[src/hw/rtl/bf3sat_pkg.sv]
package bf3sat_pkg;

  localparam int MAX_VARS           = 20;
  localparam int MAX_CLAUSE_ENTRIES = 128;

  localparam int VAR_W   = 5;
  localparam int IDX_W   = $clog2(MAX_CLAUSE_ENTRIES);
  localparam int CNT_W   = 8;
  localparam int NV_W    = 5;
  localparam int REQ_W   = 2;
  localparam int IN_W    = 48;
  localparam int OUT_W   = 32;
  localparam int CFG_I_W = 1;
  localparam int CFG_D_W = 8;

  localparam logic [REQ_W-1:0] REQ_WRITE  = 2'd0;
  localparam logic [REQ_W-1:0] REQ_EVAL   = 2'd1;
  localparam logic [REQ_W-1:0] REQ_SEARCH = 2'd2;

  localparam logic [CFG_I_W-1:0] REG_NUM_VARS    = 1'd0;
  localparam logic [CFG_I_W-1:0] REG_NUM_CLAUSES = 1'd1;

  typedef logic [MAX_VARS-1:0] mask_t;

  typedef struct packed {
    logic             pos_c;
    logic             pos_b;
    logic             pos_a;
    logic [VAR_W-1:0] var_c;
    logic [VAR_W-1:0] var_b;
    logic [VAR_W-1:0] var_a;
  } clause_t;

  // variables past the mask width read as false
  function automatic logic lit_true(mask_t m, logic [VAR_W-1:0] v, logic p);
    logic [31:0] w;
    w = 32'(m);
    return w[v] == p;
  endfunction

  function automatic logic clause_true(clause_t c, mask_t m);
    return lit_true(m, c.var_a, c.pos_a) | lit_true(m, c.var_b, c.pos_b) |
           lit_true(m, c.var_c, c.pos_c);
  endfunction

endpackage

[src/hw/rtl/brute_force_3sat_solution_search.sv]
// Brute-force 3-SAT engine over a 128-entry clause table.
// Input stream: s_axis_tuser carries the request kind (write clause,
// evaluate, search); s_axis_tdata carries the clause and the assignment.
// Output stream: one result request per input request, held in an output
// register until taken.
// Config port: cfg_we/cfg_index/cfg_data, index 0 num_vars, 1 num_clauses;
// write only while no request is in flight.
// Timing: a write goes straight to the response state, which then loads the
// output register. An evaluate reads one clause per cycle through the table's
// registered read port. A search tries each mask in turn, reading its clauses
// in order (a failing clause ends that mask early).
// One request is worked on at a time; the next is taken once the result is
// in the output register, even if the receiver has not yet taken it.
// When the receiver stalls, the result holds and the engine waits before
// posting the next one. Reset (rst, synchronous) empties the output register
// and sets num_vars to 20, num_clauses to 0; table contents are undefined
// until written.
module brute_force_3sat_solution_search (
  input  logic                         clk,
  input  logic                         rst,
  input  logic                         s_axis_tvalid,
  output logic                         s_axis_tready,
  // [6:0] clause_index, [11:7] var_a, [16:12] var_b, [21:17] var_c,
  // [22] pos_a, [23] pos_b, [24] pos_c, [44:25] assignment, [47:45] zero
  input  logic [bf3sat_pkg::IN_W-1:0]  s_axis_tdata,
  // [1:0] req_type
  input  logic [bf3sat_pkg::REQ_W-1:0] s_axis_tuser,
  output logic                         m_axis_tvalid,
  input  logic                         m_axis_tready,
  // [7:0] satisfied_count, [8] all_satisfied, [9] found, [29:10] solution,
  // [31:30] zero
  output logic [bf3sat_pkg::OUT_W-1:0] m_axis_tdata,
  input  logic                           cfg_we,
  input  logic [bf3sat_pkg::CFG_I_W-1:0] cfg_index,
  input  logic [bf3sat_pkg::CFG_D_W-1:0] cfg_data
);
  import bf3sat_pkg::*;

  localparam logic [1:0] ST_IDLE = 2'd0;
  localparam logic [1:0] ST_SCAN = 2'd1;
  localparam logic [1:0] ST_RESP = 2'd2;

  logic [1:0]       state;
  logic [NV_W-1:0]  num_vars;
  logic [CNT_W-1:0] num_clauses;

  clause_t          clause_mem [MAX_CLAUSE_ENTRIES];
  clause_t          mem_q;

  logic             search;
  mask_t            mask;
  logic [CNT_W-1:0] rd_idx;
  logic             rd_vld;
  logic             rd_last;
  logic [CNT_W-1:0] count;

  logic [CNT_W-1:0] res_count;
  logic             res_all;
  logic             res_found;
  mask_t            res_sol;

  logic [CNT_W-1:0] out_count;
  logic             out_all;
  logic             out_found;
  mask_t            out_sol;
  logic             m_valid_q;

  // request fields
  logic [IDX_W-1:0] in_idx;
  clause_t          in_clause;
  mask_t            in_assign;
  logic             in_acc;

  logic [CNT_W-1:0] used;
  logic [NV_W-1:0]  nv;
  mask_t            top;
  logic             ok;
  logic [CNT_W-1:0] count_next;

  assign in_idx          = s_axis_tdata[6:0];
  assign in_clause.var_a = s_axis_tdata[11:7];
  assign in_clause.var_b = s_axis_tdata[16:12];
  assign in_clause.var_c = s_axis_tdata[21:17];
  assign in_clause.pos_a = s_axis_tdata[22];
  assign in_clause.pos_b = s_axis_tdata[23];
  assign in_clause.pos_c = s_axis_tdata[24];
  assign in_assign       = s_axis_tdata[44:25];

  assign s_axis_tready = (state == ST_IDLE);
  assign in_acc        = s_axis_tvalid && s_axis_tready;

  assign used = (num_clauses > CNT_W'(MAX_CLAUSE_ENTRIES)) ?
                CNT_W'(MAX_CLAUSE_ENTRIES) : num_clauses;
  assign nv   = (num_vars > NV_W'(MAX_VARS)) ? NV_W'(MAX_VARS) : num_vars;
  assign top  = MAX_VARS'(((MAX_VARS+1)'(1) << nv) - (MAX_VARS+1)'(1));

  assign ok         = clause_true(mem_q, mask);
  assign count_next = count + CNT_W'(ok);

  assign m_axis_tvalid = m_valid_q;
  assign m_axis_tdata  = {2'b00, out_sol, out_found, out_all, out_count};

  always_ff @(posedge clk) begin
    if (rst) begin
      num_vars    <= NV_W'(MAX_VARS);
      num_clauses <= '0;
    end else if (cfg_we) begin
      unique case (cfg_index)
        REG_NUM_VARS:    num_vars    <= cfg_data[NV_W-1:0];
        REG_NUM_CLAUSES: num_clauses <= cfg_data;
        default: ;
      endcase
    end
  end

  // clause table: one write port for write requests, one registered read
  always_ff @(posedge clk) begin
    if (in_acc && s_axis_tuser == REQ_WRITE) begin
      clause_mem[in_idx] <= in_clause;
    end
    mem_q <= clause_mem[rd_idx[IDX_W-1:0]];
  end

  always_ff @(posedge clk) begin
    if (rst) begin
      state     <= ST_IDLE;
      m_valid_q <= 1'b0;
      rd_vld    <= 1'b0;
    end else begin
      // in ST_RESP the output register is handled below
      if (m_valid_q && m_axis_tready && state != ST_RESP) begin
        m_valid_q <= 1'b0;
      end
      unique case (state)
        ST_IDLE: begin
          if (s_axis_tvalid) begin
            mask      <= in_assign;
            search    <= (s_axis_tuser == REQ_SEARCH);
            count     <= '0;
            rd_idx    <= '0;
            rd_vld    <= 1'b0;
            rd_last   <= 1'b0;
            res_count <= '0;
            res_all   <= 1'b0;
            res_found <= 1'b0;
            res_sol   <= '0;
            state     <= ST_RESP;
            priority if (s_axis_tuser == REQ_EVAL) begin
              if (used == '0) begin
                res_all <= 1'b1;
              end else begin
                state <= ST_SCAN;
              end
            end else if (s_axis_tuser == REQ_SEARCH && in_assign <= top) begin
              if (used == '0) begin
                res_all   <= 1'b1;
                res_found <= 1'b1;
                res_sol   <= in_assign;
              end else begin
                state <= ST_SCAN;
              end
            end else begin
              // write, unused kind or start past the range: all zero
            end
          end
        end
        ST_SCAN: begin
          if (rd_vld && search && !ok) begin
            // mask fails: drop the read in flight and restart the table
            rd_vld <= 1'b0;
            rd_idx <= '0;
            if (mask == top) begin
              state <= ST_RESP;
            end else begin
              mask <= mask + MAX_VARS'(1);
            end
          end else begin
            rd_vld  <= (rd_idx < used);
            rd_last <= (rd_idx == used - CNT_W'(1));
            if (rd_idx < used) begin
              rd_idx <= rd_idx + CNT_W'(1);
            end
            if (rd_vld) begin
              if (!search) begin
                count <= count_next;
                if (rd_last) begin
                  res_count <= count_next;
                  res_all   <= (count_next == used);
                  state     <= ST_RESP;
                end
              end else if (rd_last) begin
                res_count <= used;
                res_all   <= 1'b1;
                res_found <= 1'b1;
                res_sol   <= mask;
                state     <= ST_RESP;
              end
            end
          end
        end
        ST_RESP: begin
          if (!m_valid_q || m_axis_tready) begin
            m_valid_q <= 1'b1;
            out_count <= res_count;
            out_all   <= res_all;
            out_found <= res_found;
            out_sol   <= res_sol;
            state     <= ST_IDLE;
          end
        end
        default: state <= ST_IDLE;
      endcase
    end
  end

endmodule

[config.mk]
export PLATFORM = sky130hd
export DESIGN_NAME = brute_force_3sat_solution_search
export DESIGN_NICKNAME = d
export VERILOG_FILES = /design/src/hw/rtl/bf3sat_pkg.sv /design/src/hw/rtl/brute_force_3sat_solution_search.sv
export SDC_FILE = /design/constraint.sdc
export NUM_CORES = 2
export LEC_CHECK = 0
export BUFFER_PORTS_ARGS = -buffer_cell sky130_fd_sc_hd__buf_2
export CAP_MARGIN = 10
export CORE_ASPECT_RATIO = 0.8
export CORE_UTILIZATION = 50
export CTS_BUF_LIST = sky130_fd_sc_hd__clkbuf_4 sky130_fd_sc_hd__clkbuf_8 sky130_fd_sc_hd__clkbuf_16
export DETAILED_ROUTE_END_ITERATION = 12
export PLACE_DENSITY = 0.73
export SLEW_MARGIN = 20
export SYNTH_ARGS = -nofsm -noshare
export SYNTH_HDL_FRONTEND = slang
export SYNTH_SLANG_ARGS = --single-unit
[constraint.sdc]
create_clock -name clk -period 4.9 [get_ports clk]
set_input_delay 0.735 -clock clk [delete_from_list [all_inputs] [get_ports clk]]
set_output_delay 0.735 -clock clk [all_outputs]
set_load 0.02 [all_outputs]
==> results.yml <==
outcome:
  status: "finished, violations left"
  violations: "design-rule violations"
worst_setup_path:
  critical-path-top-delay-family: "simple AND/OR/NAND/NOR gates"
  crit_fanout: 21
  critPathArrivalTime_ns: 5.06
  reg2reg_from: "num_vars[4]"
  crit_buf_inv: 1
  cp_data_required_time_ns: 5.46
  cpMaxStageDelayCell: "or3_1"
  critPathLaunchType: "register"
  worst_path_largest_cell_delay_ns: 0.41
  crit_type: "register to register"
  critPathLaunch: "num_vars[4]"
  reg2reg_slack_ns: 0.40
  cp-end-kind: "register"
  path_cells: "or2_2 -> nor2_2 -> nand3b_1 -> ha_1 -> or3_1 -> a21oi_1 -> nor2_1 -> ha_1 -> nand4_1 -> nor3_1 -> o21ai_0 -> or3_1 -> and3_1 -> o21ai_1 -> buf_4 -> o21ai_0"
logic_synthesis:
  synth_top_cell_by_area: "edfxtp_1"
  syn-instance-count: 4233
  ys_top_cells_by_area: "edfxtp_1 75%, mux4_2 18%, dfxtp_1 0.73%, nor2_1 0.70%, mux2i_1 0.55%"
  synth_top_area_frac: 0.754
  syn_area_mm2: 0.0956
  synth_cell_types: 68
  synth-seq-cells: 2437
  synth_edf_count: 2402
  synth_flop_cell: "edfxtp_1"
  synth-seq-area-share: 0.761
  yosys_warnings: 0
  async_flop_share: 0
  synth.avg_cell_area_um2: 22.6
drt:
  wl_per_cell_um: 30.8
  drc: 10
  wirelength_um: 224000
  routed-via-count: 45900
  drt_iter0_drc: 6558
  via_per_inst: 6.32
  dr.pass1.iters: 10
  detail-route-antenna-nets: 0
power_and_ir_drop:
  p_clk_frac: 0.385
  switching_share: 0.222
  p_int_mw: 33.8
  vdd_drop_max_mv: 0.430
  power.switching_mw: 9.66
  p_per_area_mw_per_mm2: 403
  p_seq_frac: 0.533
  power_frac_comb: 0.081
  finalPower_mw: 43.5
  leakagePower_nw: 33.7
die:
  core_area_mm2: 0.190
  dieArea_mm2: 0.193
  die_w_um: 491
  io_pins: 98
  rows: 143
  die_y_um: 393
  initial_utilization: 0.503
grt:
  grt_max_degree: 104
  grt_pass1_vias: 45900
  overflow: 0
  groute.usage.overall: 0.234
  antenna_found_initial: 13
  grt_pass1_wl_um: 324000
min_path:
  hold_path_class: "input pin to register"
  holdCritStartpoint: "cfg_data[7]"
clock_tree:
  cts_tree: "built"
  cts_buffers: 215
  clk_pin_slew_ns: 0.06
  cts.sinks: 2437
  post-cts-setup-buffer-count: 0
  clockRootBuffer: "clkbuf_16"
  cts_hold_buffers: 0
  cts.htree.levels: 4
  cts_resized: 0
  clk_latency_ns: 0.86
  clockBufferDepth: 3
timing:
  skew_ns: 0.0505
  finalSetupViolations: 0
  tightestPinTransition_ns: 0.979
  finalHoldWorstSlack_ns: 0.135
  fin_setup_tns_ns: 0
  period_minus_slack_ns: 4.50
  hold_viol_final: 0
  drv_slew: 0
  period_share: 0.918
  rsz0062_at_grt: "no"
  timing.slew.headroom: 0.329
  fmax_mhz: 222
place:
  port_buffers: 92
  dp_hpwl_um: 132000
  gp_congestion: 0.863
flow_run:
  cap_violations: 0
cells_and_area:
  final_common_cell: "edfxtp_1"
  layout-drive-gt1-share: 0.335
  final_nets: 4652
  layout_common_cells: "2402 x edfxtp_1, 751 x mux4_2, 245 x buf_4, 217 x clkbuf_16, 115 x nor2_2"
  nFillCells: 13500
  syn_to_final_growth_pct: 12.7
state kept, by name, indices dropped and copies added (netlist names), 2 cells and up:
signal	flops
clause_mem	2304
count	8
mask	20
mem_q	18
num_clauses	8
num_vars	5
out_count	8
out_sol	20
rd_idx	8
res_count	8
res_sol	20
state	2
worst paths after layout:
path,end,cells past startpoint
worst max-delay path,res_sol[2],16
worst min-delay path,num_clauses[7],3
worst max register to register,res_sol[2],16
worst min register to register,out_count[7],0
cell families (layout without fill, tap and decap cells):
logic type,after synthesis,after routing,synth area share
DFF,2437,2437,0.761
muxes,817,817,0.184
and+or+nand+nor,444,444,0.0213
buffers and inverters,268,754,0.0117
AOI/OAI and AO/OA,173,173,0.0117
xor gates and xnor gates,58,58,0.00531
adders and majority gates,35,35,0.00455
other,1,3,0.0000392
Yosys cell counts (all sizes together), types with 10 or more instances:
cell type	n
edfxtp	2402
mux4	751
nor2	179
clkbuf	126
buf	114
nand2	112
o21ai	55
mux2i	53
nand3	37
a21oi	35
dfxtp	35
ha	34
xor2	32
inv	27
nor2b	27
xnor2	26
nand4	16
and3	14
mux2	13
a211oi	11
nor3	11
nand2b	10
layer usage:
layer  track usage  wire length (um)  up-vias  share of wire
met5             0                13        -       0.000058
met4        0.0586              5460        2          0.024
met3        0.0533             24800      352           0.11
met2         0.356            103000     2677           0.46
met1         0.347             90400    24300           0.40
li1              -                 -    18600              -
area by class of cell:
class / instances / area (um2) / share of cell area
clock buffers: 267 / 5810 / 0.0539
inverters: 28 / 105 / 0.000975
repair buffers: 343 / 2690 / 0.0249
multi-input cells: 1529 / 22000 / 0.204
flip-flops and latches: 2437 / 72800 / 0.675
well taps: 2537 / 3170 / 0.0294
diodes: 1 / 2.50 / 0.0000232
clock inverters: 116 / 1210 / 0.0112
power by group through the flow:
stage          sequential (mW)  combinational (mW)  clock [mW]
2_1_floorplan             23.6                2.17           0
3_3_place_gp              23.6                3.47           0
3_5_place_dp              23.6                3.52           0
4_1_cts                   23.2                3.54        17.0
5_1_grt                   23.2                3.73        17.8
6_report                  23.2                3.54        16.8
worst register-to-register path: cells and delay by family (launching register included):
kind | cells | cell delay (ns)
flip-flops | 1 | 0.31
AO/OA/AOI/OAI | 4 | 0.67
adder cells (fa/ha/maj) | 2 | 0.69
AND/OR/NAND/NOR | 9 | 2.28
buffers and inverters | 1 | 0.26
per-stage QoR:
| stage | worst slack (ns) | instance area (um2) | utilization | std cells |
|---|---|---|---|---|
| floorplan | 0.776 | 95600 | - | 4234 |
| global placement | 0.438 | 101000 | 0.530 | 6874 |
| detailed placement | 0.402 | 101000 | 0.530 | 6874 |
| CTS | 0.338 | 108000 | 0.567 | 7257 |
| global route | 0.108 | 108000 | 0.567 | 7258 |
| finish | 0.401 | 108000 | 0.567 | 7258 |
(Power assumes the default switching activity.)
